==> src/rtl/ubhf_pkg.sv <==
// shared types, codes and helpers for the bulk-out header framer
// no dependencies; imported by every module of the block
package ubhf_pkg;

    // default receive buffer size in bytes
    localparam int BUFFER_BYTES_DEF = 64;

    // bulk header length and message ids
    localparam int unsigned HDR_LEN = 12;
    localparam logic [7:0] MSG_DEV_DEP_OUT    = 8'd1;
    localparam logic [7:0] MSG_REQ_DEV_DEP_IN = 8'd2;

    // header byte positions
    localparam int unsigned POS_MSG_ID   = 0;
    localparam int unsigned POS_TAG      = 1;
    localparam int unsigned POS_TAG_INV  = 2;
    localparam int unsigned POS_SIZE0    = 4;
    localparam int unsigned POS_SIZE1    = 5;
    localparam int unsigned POS_SIZE2    = 6;
    localparam int unsigned POS_SIZE3    = 7;
    localparam int unsigned POS_ATTR     = 8;

    // attribute values
    localparam logic [7:0] ATTR_EOM  = 8'd1;
    localparam logic [7:0] ATTR_NONE = 8'd0;

    // queue depth between front and back
    localparam int QUEUE_DEPTH = 4;

    typedef enum logic [1:0] {
        KIND_PAYLOAD = 2'd0,
        KIND_HEADER  = 2'd1,
        KIND_VERDICT = 2'd2
    } kind_t;

    typedef enum logic [1:0] {
        VERDICT_OUT   = 2'd0,
        VERDICT_IN    = 2'd1,
        VERDICT_STALL = 2'd2
    } verdict_t;

    // one queue entry: the work caused by one accepted input byte
    typedef struct packed {
        logic       pay_vld;
        logic [7:0] pay_byte;
        logic       vrd_vld;
        verdict_t   verdict;
        logic [5:0] plen;
        logic [6:0] tlen;
        logic       hdr_vld;
        logic [7:0] tag;
        logic [6:0] rlen;
    } entry_t;

    // response header byte at position idx
    function automatic logic [7:0] resp_hdr_byte(input logic [3:0] idx,
                                                 input logic [7:0] tag,
                                                 input logic [6:0] rlen);
        logic [7:0] res;
        unique case (idx)
            4'd0:    res = MSG_REQ_DEV_DEP_IN;
            4'd1:    res = tag;
            4'd2:    res = ~tag;
            4'd4:    res = {1'b0, rlen};
            4'd8:    res = ATTR_EOM;
            default: res = 8'h00;
        endcase
        return res;
    endfunction

endpackage

==> src/rtl/ubhf_front.sv <==
// front part: header capture, payload pass decision and packet verdict
// depends on ubhf_pkg; feeds ubhf_queue
module ubhf_front
    import ubhf_pkg::*;
#(
    parameter int BUFFER_BYTES = BUFFER_BYTES_DEF
)
(
    input  logic       clk,
    input  logic       rst_n,
    input  logic       in_valid,
    input  logic       in_ready,
    input  logic [7:0] rx_byte,
    input  logic       end_of_packet,
    input  logic       reply_available,
    input  logic [6:0] reply_length,
    output logic       push,
    output entry_t     entry
);

    localparam int PW = $clog2(BUFFER_BYTES + 1);

    logic [PW-1:0] pos_reg, pos_next;
    logic [7:0]    id_reg, id_next;
    logic [7:0]    tag_reg, tag_next;
    logic [7:0]    tinv_reg, tinv_next;
    logic [31:0]   size_reg, size_next;
    logic [7:0]    attr_reg, attr_next;
    logic          ovf_reg, ovf_next;

    logic            accept;
    logic            store;
    logic            pay;
    logic            tag_ok;
    logic            len_ok;
    logic            size_ok;
    logic            rlen_ok;
    logic [PW:0]     size_rnd;
    logic [PW+1:0]   pad_len;
    logic [7:0]      rlen_rnd;
    logic [7:0]      tlen_full;
    verdict_t        verdict;

    assign accept = in_valid & in_ready;

    // header capture for this byte
    always_comb
    begin
        ovf_next  = ovf_reg | (pos_reg == PW'(BUFFER_BYTES));
        store     = ~ovf_next;
        id_next   = id_reg;
        tag_next  = tag_reg;
        tinv_next = tinv_reg;
        size_next = size_reg;
        attr_next = attr_reg;
        if (store)
        begin
            if (pos_reg == PW'(POS_MSG_ID))  id_next = rx_byte;
            if (pos_reg == PW'(POS_TAG))     tag_next = rx_byte;
            if (pos_reg == PW'(POS_TAG_INV)) tinv_next = rx_byte;
            if (pos_reg == PW'(POS_SIZE0))   size_next[7:0] = rx_byte;
            if (pos_reg == PW'(POS_SIZE1))   size_next[15:8] = rx_byte;
            if (pos_reg == PW'(POS_SIZE2))   size_next[23:16] = rx_byte;
            if (pos_reg == PW'(POS_SIZE3))   size_next[31:24] = rx_byte;
            if (pos_reg == PW'(POS_ATTR))    attr_next = rx_byte;
        end
        pos_next = store ? pos_reg + PW'(1) : pos_reg;
    end

    // payload bytes inside the announced transfer size
    assign pay = store && (id_reg == MSG_DEV_DEP_OUT) && (pos_reg >= PW'(HDR_LEN))
                 && ((32'(pos_reg) - 32'(HDR_LEN)) < size_reg);

    // verdict checks on the updated header
    assign tag_ok   = (tag_next == ~tinv_next);
    assign len_ok   = ~ovf_next && (pos_next >= PW'(HDR_LEN)) && tag_ok;
    assign size_ok  = (size_next <= 32'(BUFFER_BYTES - 13));
    assign size_rnd = ({1'b0, size_next[PW-1:0]} + (PW+1)'(3)) & ~(PW+1)'(3);
    assign pad_len  = {1'b0, size_rnd} + (PW+2)'(HDR_LEN);
    assign rlen_ok  = ({25'd0, reply_length} <= 32'(BUFFER_BYTES - 12));
    assign rlen_rnd = ({1'b0, reply_length} + 8'd3) & ~8'd3;
    assign tlen_full = rlen_rnd + 8'(HDR_LEN);

    logic out_ok;
    logic in_ok;

    assign out_ok = len_ok && (id_next == MSG_DEV_DEP_OUT) && size_ok
                    && (attr_next == ATTR_EOM) && ({2'b00, pos_next} == pad_len);
    assign in_ok  = len_ok && (id_next == MSG_REQ_DEV_DEP_IN)
                    && (pos_next == PW'(HDR_LEN)) && (attr_next == ATTR_NONE)
                    && reply_available && rlen_ok;

    always_comb
    begin
        priority if (out_ok)
            verdict = VERDICT_OUT;
        else if (in_ok)
            verdict = VERDICT_IN;
        else
            verdict = VERDICT_STALL;
    end

    // queue entry for this transaction
    always_comb
    begin
        entry.pay_vld  = pay;
        entry.pay_byte = rx_byte;
        entry.vrd_vld  = end_of_packet;
        entry.verdict  = verdict;
        entry.plen     = out_ok ? size_next[5:0] : 6'd0;
        entry.tlen     = in_ok ? tlen_full[6:0] : 7'd0;
        entry.hdr_vld  = in_ok;
        entry.tag      = tag_next;
        entry.rlen     = reply_length;
    end

    assign push = accept & (pay | end_of_packet);

    // header state, cleared after every packet end
    always_ff @(posedge clk or negedge rst_n)
    begin
        if (!rst_n)
        begin
            pos_reg  <= '0;
            id_reg   <= '0;
            tag_reg  <= '0;
            tinv_reg <= '0;
            size_reg <= '0;
            attr_reg <= '0;
            ovf_reg  <= 1'b0;
        end
        else if (accept)
        begin
            if (end_of_packet)
            begin
                pos_reg  <= '0;
                id_reg   <= '0;
                tag_reg  <= '0;
                tinv_reg <= '0;
                size_reg <= '0;
                attr_reg <= '0;
                ovf_reg  <= 1'b0;
            end
            else
            begin
                pos_reg  <= pos_next;
                id_reg   <= id_next;
                tag_reg  <= tag_next;
                tinv_reg <= tinv_next;
                size_reg <= size_next;
                attr_reg <= attr_next;
                ovf_reg  <= ovf_next;
            end
        end
    end

endmodule

==> src/rtl/ubhf_queue.sv <==
// short fifo of work entries between the front and back parts
// depends on ubhf_pkg for the entry type
module ubhf_queue
    import ubhf_pkg::*;
(
    input  logic   clk,
    input  logic   rst_n,
    input  logic   push,
    input  entry_t wr_entry,
    input  logic   pop,
    output entry_t head,
    output logic   full,
    output logic   empty
);

    localparam int AW = $clog2(QUEUE_DEPTH);

    entry_t          mem [QUEUE_DEPTH];
    logic [AW-1:0]   wr_ptr_reg, rd_ptr_reg;
    logic [AW:0]     count_reg, count_next;

    assign full  = (count_reg == (AW+1)'(QUEUE_DEPTH));
    assign empty = (count_reg == '0);
    assign head  = mem[rd_ptr_reg];

    // fill count update
    always_comb
    begin
        count_next = count_reg;
        if (push && !pop)
            count_next = count_reg + (AW+1)'(1);
        else if (pop && !push)
            count_next = count_reg - (AW+1)'(1);
    end

    // entry storage
    always_ff @(posedge clk)
    begin
        if (push)
            mem[wr_ptr_reg] <= wr_entry;
    end

    // pointers and count
    always_ff @(posedge clk or negedge rst_n)
    begin
        if (!rst_n)
        begin
            wr_ptr_reg <= '0;
            rd_ptr_reg <= '0;
            count_reg  <= '0;
        end
        else
        begin
            if (push)
                wr_ptr_reg <= wr_ptr_reg + AW'(1);
            if (pop)
                rd_ptr_reg <= rd_ptr_reg + AW'(1);
            count_reg <= count_next;
        end
    end

endmodule

==> src/rtl/ubhf_back.sv <==
// back part: expands queue entries into result transactions
// depends on ubhf_pkg; drains ubhf_queue into the output register
module ubhf_back
    import ubhf_pkg::*;
(
    input  logic        clk,
    input  logic        rst_n,
    input  entry_t      head,
    input  logic        empty,
    output logic        pop,
    output logic        out_valid,
    input  logic        out_ready,
    output kind_t       item_kind,
    output logic [7:0]  data_byte,
    output verdict_t    verdict,
    output logic [5:0]  payload_length,
    output logic [6:0]  transmit_length,
    output logic        last_of_run
);

    logic [3:0]  step_reg;
    logic [3:0]  hidx;
    logic        is_pay;
    logic        is_hdr;
    logic        is_last;
    logic        load;

    logic        valid_reg;
    kind_t       kind_reg, kind_next;
    logic [7:0]  data_reg, data_next;
    verdict_t    vrd_reg, vrd_next;
    logic [5:0]  plen_reg, plen_next;
    logic [6:0]  tlen_reg, tlen_next;
    logic        last_reg;

    // which result of the head entry is due
    assign is_pay  = head.pay_vld && (step_reg == 4'd0);
    assign hidx    = step_reg - {3'd0, head.pay_vld};
    assign is_hdr  = !is_pay && head.hdr_vld && (hidx < 4'(HDR_LEN));
    assign is_last = is_pay ? !head.vrd_vld : !is_hdr;
    assign load    = !empty && (!valid_reg || out_ready);
    assign pop     = load && is_last;

    always_comb
    begin
        kind_next = KIND_VERDICT;
        data_next = 8'h00;
        vrd_next  = VERDICT_OUT;
        plen_next = 6'd0;
        tlen_next = 7'd0;
        if (is_pay)
        begin
            kind_next = KIND_PAYLOAD;
            data_next = head.pay_byte;
        end
        else if (is_hdr)
        begin
            kind_next = KIND_HEADER;
            data_next = resp_hdr_byte(hidx, head.tag, head.rlen);
        end
        else
        begin
            vrd_next  = head.verdict;
            plen_next = head.plen;
            tlen_next = head.tlen;
        end
    end

    // step counter and output valid
    always_ff @(posedge clk or negedge rst_n)
    begin
        if (!rst_n)
        begin
            step_reg  <= '0;
            valid_reg <= 1'b0;
        end
        else
        begin
            if (load)
                step_reg <= is_last ? 4'd0 : step_reg + 4'd1;
            if (load)
                valid_reg <= 1'b1;
            else if (out_ready)
                valid_reg <= 1'b0;
        end
    end

    // output payload register
    always_ff @(posedge clk)
    begin
        if (load)
        begin
            kind_reg <= kind_next;
            data_reg <= data_next;
            vrd_reg  <= vrd_next;
            plen_reg <= plen_next;
            tlen_reg <= tlen_next;
            last_reg <= is_last;
        end
    end

    assign out_valid       = valid_reg;
    assign item_kind       = kind_reg;
    assign data_byte       = data_reg;
    assign verdict         = vrd_reg;
    assign payload_length  = plen_reg;
    assign transmit_length = tlen_reg;
    assign last_of_run     = last_reg;

endmodule

==> src/rtl/usbtmc_bulk_header_framer_unit.sv <==
// Bulk-out message header framer: checks the 12-byte bulk header of each
// received packet, passes data-out payload and answers data-in requests.
// Input channel (s_*): one packet byte per transaction, tlast on the final
//   byte; reply_available and reply_length are sampled with that byte.
// Output channel (m_*): results; tuser gives the kind (payload byte,
//   response header byte, verdict), tlast marks the final result caused by
//   one input byte.
// Path: an accepted byte is written into the queue, and its first result
//   is then loaded from the queue head into the output register (later if
//   earlier results wait).
// Throughput: one input byte per cycle while the queue is not full; each
//   byte yields at most two results, except an accepted data-in request
//   whose 12 response header bytes and verdict make 13 results. A 4-entry
//   queue between the header decoder and the result sequencer absorbs the difference.
// A stalled receiver holds the output register; input keeps flowing until
//   the queue fills, then s_tready drops.
// Reset clears the header state, the queue and the output valid; the block
//   takes bytes right after reset.
module usbtmc_bulk_header_framer_unit
    import ubhf_pkg::*;
#(
    parameter int BUFFER_BYTES = BUFFER_BYTES_DEF
)
(
    input  logic        clk,
    input  logic        rst_n,
    input  logic        s_tvalid,
    output logic        s_tready,
    input  logic [15:0] s_tdata,   // rx_byte[7:0], reply_available[8], reply_length[15:9]
    input  logic        s_tlast,
    output logic        m_tvalid,
    input  logic        m_tready,
    output logic [23:0] m_tdata,   // data_byte[7:0], verdict[9:8], payload_length[15:10],
                                   // transmit_length[22:16], zero[23]
    output logic [1:0]  m_tuser,   // item_kind[1:0]
    output logic        m_tlast
);

    logic       q_push;
    entry_t     q_in;
    logic       q_pop;
    entry_t     q_head;
    logic       q_full;
    logic       q_empty;
    kind_t      item_kind;
    logic [7:0] data_byte;
    verdict_t   verdict;
    logic [5:0] payload_length;
    logic [6:0] transmit_length;

    assign s_tready = ~q_full;

    // header decode and classification
    ubhf_front #(
        .BUFFER_BYTES (BUFFER_BYTES)
    ) u_front (
        .clk             (clk),
        .rst_n           (rst_n),
        .in_valid        (s_tvalid),
        .in_ready        (s_tready),
        .rx_byte         (s_tdata[7:0]),
        .end_of_packet   (s_tlast),
        .reply_available (s_tdata[8]),
        .reply_length    (s_tdata[15:9]),
        .push            (q_push),
        .entry           (q_in)
    );

    // work queue
    ubhf_queue u_queue (
        .clk      (clk),
        .rst_n    (rst_n),
        .push     (q_push),
        .wr_entry (q_in),
        .pop      (q_pop),
        .head     (q_head),
        .full     (q_full),
        .empty    (q_empty)
    );

    // result sequencer
    ubhf_back u_back (
        .clk             (clk),
        .rst_n           (rst_n),
        .head            (q_head),
        .empty           (q_empty),
        .pop             (q_pop),
        .out_valid       (m_tvalid),
        .out_ready       (m_tready),
        .item_kind       (item_kind),
        .data_byte       (data_byte),
        .verdict         (verdict),
        .payload_length  (payload_length),
        .transmit_length (transmit_length),
        .last_of_run     (m_tlast)
    );

    assign m_tdata = {1'b0, transmit_length, payload_length, verdict, data_byte};
    assign m_tuser = item_kind;

endmodule

==> config.mk <==
export PLATFORM = sky130hd
export DESIGN_NAME = usbtmc_bulk_header_framer_unit
export DESIGN_NICKNAME = d
export VERILOG_FILES = /design/src/rtl/ubhf_pkg.sv /design/src/rtl/ubhf_front.sv /design/src/rtl/ubhf_queue.sv /design/src/rtl/ubhf_back.sv /design/src/rtl/usbtmc_bulk_header_framer_unit.sv
export SDC_FILE = /design/constraint.sdc
export NUM_CORES = 1
export LEC_CHECK = 0
export BUFFER_PORTS_ARGS = -buffer_cell sky130_fd_sc_hd__buf_4
export CAP_MARGIN = 20
export CORE_MARGIN = 2
export CORE_UTILIZATION = 55
export DETAILED_ROUTE_END_ITERATION = 8
export GPL_TIMING_DRIVEN = 0
export PLACE_DENSITY = 0.72
export RECOVER_POWER = 50
export SETUP_SLACK_MARGIN = 0.15
export SYNTH_ARGS = -nofsm -noshare
export SYNTH_HDL_FRONTEND = slang
export SYNTH_SLANG_ARGS = --single-unit
==> constraint.sdc <==
create_clock -name clk -period 9.7 [get_ports clk]
set_input_delay 0 -clock clk [delete_from_list [all_inputs] [get_ports clk]]
set_output_delay 0 -clock clk [all_outputs]
set_load 0.01 [all_outputs]
======== Yosys cells after proc, flatten, opt, wreduce, memory -nomap -nowiden ========
Memory sizes are Yosys's and may differ from the RTL's.
Cells that the tools add are included.
word-level totals
  bits in registers ....................... 110
  memory bits (writable) .................. 164
  input bits .............................. 21
  output and inout port bits .............. 29
  logic and storage cells ................. 139
  memories ................................ 1
operators by class
  $add $sub $neg .......................... 12
  magnitude comparators ................... 6
  eq/ne operators ......................... 20
  multiplexer cells ....................... 37
  bitwise logic cells ..................... 8
  reduce and logical (&&, ||, !) cells .... 37
memory list
  name         depth  bits a word  read ports  clocked after Yosys merged registers in  write ports  line              text
  u_queue.mem  4      41           1           0                                        1            ubhf_queue.sv:18  entry_t mem [QUEUE_DEPTH];
operator list
  cell                 number
  $mux 8               18
  $mux 32              2
  $pmux 8 s5           1
  $le 32x6->1 const B  1
  $lt 32x32->1         1
  $eq 7x3->1 const B   4
  $eq 8x1->1 const B   3
  $logic_and 1x1->1    21
  $mux 7               3
  $not 8->8            2
  $eq 7x4->1 const B   2
  $ge 7x4->1 const B   2
  $add 8x4->9 const B  1
  $eq 7x9->1           1
  $add 7x2->8 const B  1
  $eq 8x2->1 const B   1
  $eq 8x8->1           1
  $logic_not 4->1      2
  $logic_not 8->1      1
  $sub 7x4->8 const B  1
  $add 7x1->7 const B  1
  $add 7x2->7 const B  1
  $add 7x4->7 const B  1
  $eq 7x1->1 const B   1
  28 further kinds     47

======== Depth between registers and ports, before layout ========
  depth after elaboration ................. 13
  depth in mapped cells ................... 19
  gate-level depth less buffers ........... 17

======== Hierarchy ========
From an unflattened synthesis, not the netlist that was laid out.
second synthesis, totals
  cells, all modules ...................... 1037
  area, all modules ....................... 13491.7 um^2
modules (own cells, without submodules)
  module                          times used  cells each  area each (um^2)  sequential area each (um^2)
  ubhf_queue                      1           249         6364.9            5099.9
  ubhf_front                      1           636         5461.5            1801.7
  ubhf_back                       1           149         1650.3            905.9
  usbtmc_bulk_header_framer_unit  1           3           15.0              0.0

======== Least setup slack after synthesis ========
Ideal clock, no wire load.
  kind .................................... register -> register
  from .................................... reg u_front.pos_reg[4]
  to ...................................... mem u_queue.mem[0][0] (netlist bit), enable pin
  library setup time ...................... 394 ps
  data arrival time ....................... 3457 ps
  required time ........................... 9306 ps
  setup slack ............................. 5849 ps
  cell stages (with the launch flop) ...... 13
  buffers on the path ..................... 2
  period minus slack after synthesis ...... 3851 ps
  path through ............................ dfrtp_1 clkbuf_1 nor3_1 xor2_1 ha_1 nand2_1 nor2_1 a211oi_1 o221ai_1 a221oi_1 o21a_1 clkbuf_1 o211a_1
RTL lines
  element                 line               text
  from (decl)             ubhf_front.sv:23   logic [PW-1:0] pos_reg, pos_next;
  from (signal assigned)  ubhf_front.sv:146  pos_reg <= pos_next;
  to (decl)               ubhf_queue.sv:18

==> flow_summary.ini <==
[outcome]
status = complete, but fails checks
violations = capacitance limit, slew limit

[clock_tree]
cts_tree = done
cts-root-buf = clkbuf_16
cts-buffers-inserted = 27
cts_setup_buffers = 0
h-tree-depth = 1
clkTransAtPathRegs_ns = 0.07
cts.path.max_buffers = 3
cts-resized-gates = 0
clock-sinks = 264
clock_latency_ns = 0.55

[cells_and_area]
largest_reg_flops = 156
nets = 1210
fill_cells = 1827
final_area_um2 = 14700
final_util = 0.628
drive_gt1_frac = 0.0968
num_antenna_cells = 0
stdcell_count = 1497
area_delta_synth_final_pct = 12.9

[logic_synthesis]
synth_ff_type = edfxtp_1
synthArstFlopShare = 0.318
yosysMostFrequentCell = edfxtp_1
synth-xor-area-share = 0.0321
synthSimpleGateAreaFrac = 0.115
synthAdderAreaFrac = 0.0293
yosys_warnings = 0
synth_edf_count = 180
netlist_instances = 1059
netlist_area_um2 = 13000
synth.area.top_cells = edfxtp_1 42%, dfrtp_1 16%, mux4_2 6.8%
yosysTopAreaCellShare = 0.416
synth_top_family_by_area = compound AO/OA/AOI/OAI gates
avgSynthCellArea_um2 = 12.3
synthMuxAreaShare = 0.0778
yosys-top-cells-count = 180 x edfxtp_1, 124 x nand2_1, 92 x o21ai_0, 84 x dfrtp_1, 58 x a22oi_1
ys_types = 74
yosys.area.top_type = edfxtp_1
synth-compound-area-share = 0.134
ys_ff_latch = 264
ys_seq_area_frac = 0.578

[detailed_routing]
drt_iter0_drc = 995
wl_per_cell_um = 21.7
wirelength_um = 32500
ant_nets = 0
first_pass_iters = 6
vias = 9210
drc = 0
via_per_inst = 6.15

[global_routing]
grt_max_degree = 85
grt.overflow.total = 0
grt_usage = 0.266
grt_pass1_wl_um = 50400
antenna_found_initial = 0
grt_pass1_vias = 8794

[setup_path]
slowest_stage = a211oi_1
worstSetupPathType = flip-flop to flip-flop
timing.critical_path.cells = clkbuf_1 -> inv_1 -> ha_1 -> nor3b_1 -> a31oi_1 -> clkbuf_1 -> nand4_1 -> a211oi_1 -> o21a_1 -> clkbuf_1 -> o21a_1 -> ha_1 -> inv_1 -> fa_1 -> xor2_1 -> nor2_1 -> xor2_1
crit_top_cell = clkbuf_1
crit_buf_inv = 5
cp_slowest_stage_delay_ns = 0.55
crit_fanout = 11
startpoint_type = flip-flop
crit_family = buffers and inverters
cp.arrival_ns = 5.67
end_kind = flip-flop
required_ns = 10.17

[place]
globalplace.congestion = 0.943
dpl.cell_count = 1430
place_area_um2 = 13800
portBuffers = 46
place_hpwl_um = 22000

[sta]
fin_hold_ws_ns = 0.254
rsz0062_at_grt = no
tns_ns = 0
max_freq_ghz = 0.192
tightest_slew_ns = 2.50
maxSlewViolCount = 87
min_period_ns = 5.20
setup_viol = 0
skew_ns = 0.00993
period_share = 0.536
hold_viol = 0
relSlewSlack = -0.667

[power]
p_leak_uw = 0.00527
ir_drop_mv = 0.177
powerDensity_nw_per_um2 = 306

[die]
die_width_um = 158
die_area_um2 = 24900
rows = 56
ios = 50
initial_utilization = 0.557
coreArea_um2 = 23300
die_y_um = 158

[min_path]
hold_path.class = primary input to flip-flop

[job]
cap_violations = 2
-- cell type report --
| type | count | area, um2 | area share |
|---|---|---|---|
| flip-flops and latches | 264 | 7510 | 0.512 |
| multi-input cells | 690 | 5030 | 0.343 |
| clock buffers | 30 | 687 | 0.0469 |
| repair buffers | 70 | 452 | 0.0308 |
| well taps | 319 | 399 | 0.0272 |
| plain buffers | 74 | 314 | 0.0214 |
| clock inverters | 17 | 149 | 0.0102 |
| inverters | 33 | 124 | 0.00845 |
-- worst reg2reg max path, delay by kind of cell (launching register included) --
kind                       cells  cell delay (ns)
AOI/OAI and AO/OA              4             1.30
xor gates and xnor gates       2             0.32
and+or+nand+nor                3             0.62
adders and majority gates      3             0.93
DFF                            1             0.38
buffers and inverters          5             1.56
-- per-stage QoR --
stage | total power (uW) | setup WS, ns
floorplan | 2980 | 5.85
global placement | 3480 | 4.15
detailed placement | 3530 | 4.62
CTS | 4530 | 4.59
global route | 4750 | 4.25
finish | 4480 | 4.50
-- worst paths after layout --
path	from	to	slack, ns	cells after the start
max	u_front.pos_reg[2]	u_queue.count_reg[2]	4.50	17
min	m_tready	u_back.out_valid	0.25	5
max reg2reg	u_front.pos_reg[2]	u_queue.count_reg[2]	4.50	17
min reg2reg	u_front.attr_reg[1]	u_front.attr_reg[1]	0.48	2
max in group asynchronous	rst_n	u_front.size_reg[24]	5.72	3
min in group asynchronous	rst_n	u_back.step_reg[2]	0.76	2
-- repair_timing --
item                       in CTS  in global routing
hold endpoints to repair      151                  0
setup endpoints to repair       0                  0
hold buffers                   18                  0
-- where the power goes --
| part | internal [uW] | total, uW | switching [uW] |
|---|---|---|---|
| logic | 724 | 1810 | 1090 |
| clock network | 562 | 986 | 424 |
| registers | 1510 | 1690 | 174 |
-- cells by family after synthesis --
logic type	after synthesis
other cells	1
compound gates	261
xor+xnor	46
flops	264
simple gates	298
buf+inv	107
mux	52
fa+ha+maj	30
-- layer usage --
metal	track usage	vias to the layer above	wire length, um
li1	-	4242	-
met1	0.367	4486	13800
met2	0.434	391	15200
met3	0.0386	91	2150
met4	0.0952	0	1330
met5	0	-	0
-- cell usage in the layout (no fill, tap or decap), drive strengths merged, types with 14 or more instances in the layout --
cell type    synthesis  routed
edfxtp             180     180
clkbuf              53     132
nand2              124     124
o21ai               92      92
dfrtp               84      84
a22oi               58      58
nor2                46      46
mux4                39      39
inv                 32      33
nor3                31      31
ha                  28      28
xnor2               25      25
buf                 21      24
and3                22      22
xor2                20      20
a21oi               18      18
dlygate4sd3          0      18
nand3               17      17
o22ai               14      14
(Power assumes the default switching activity.)
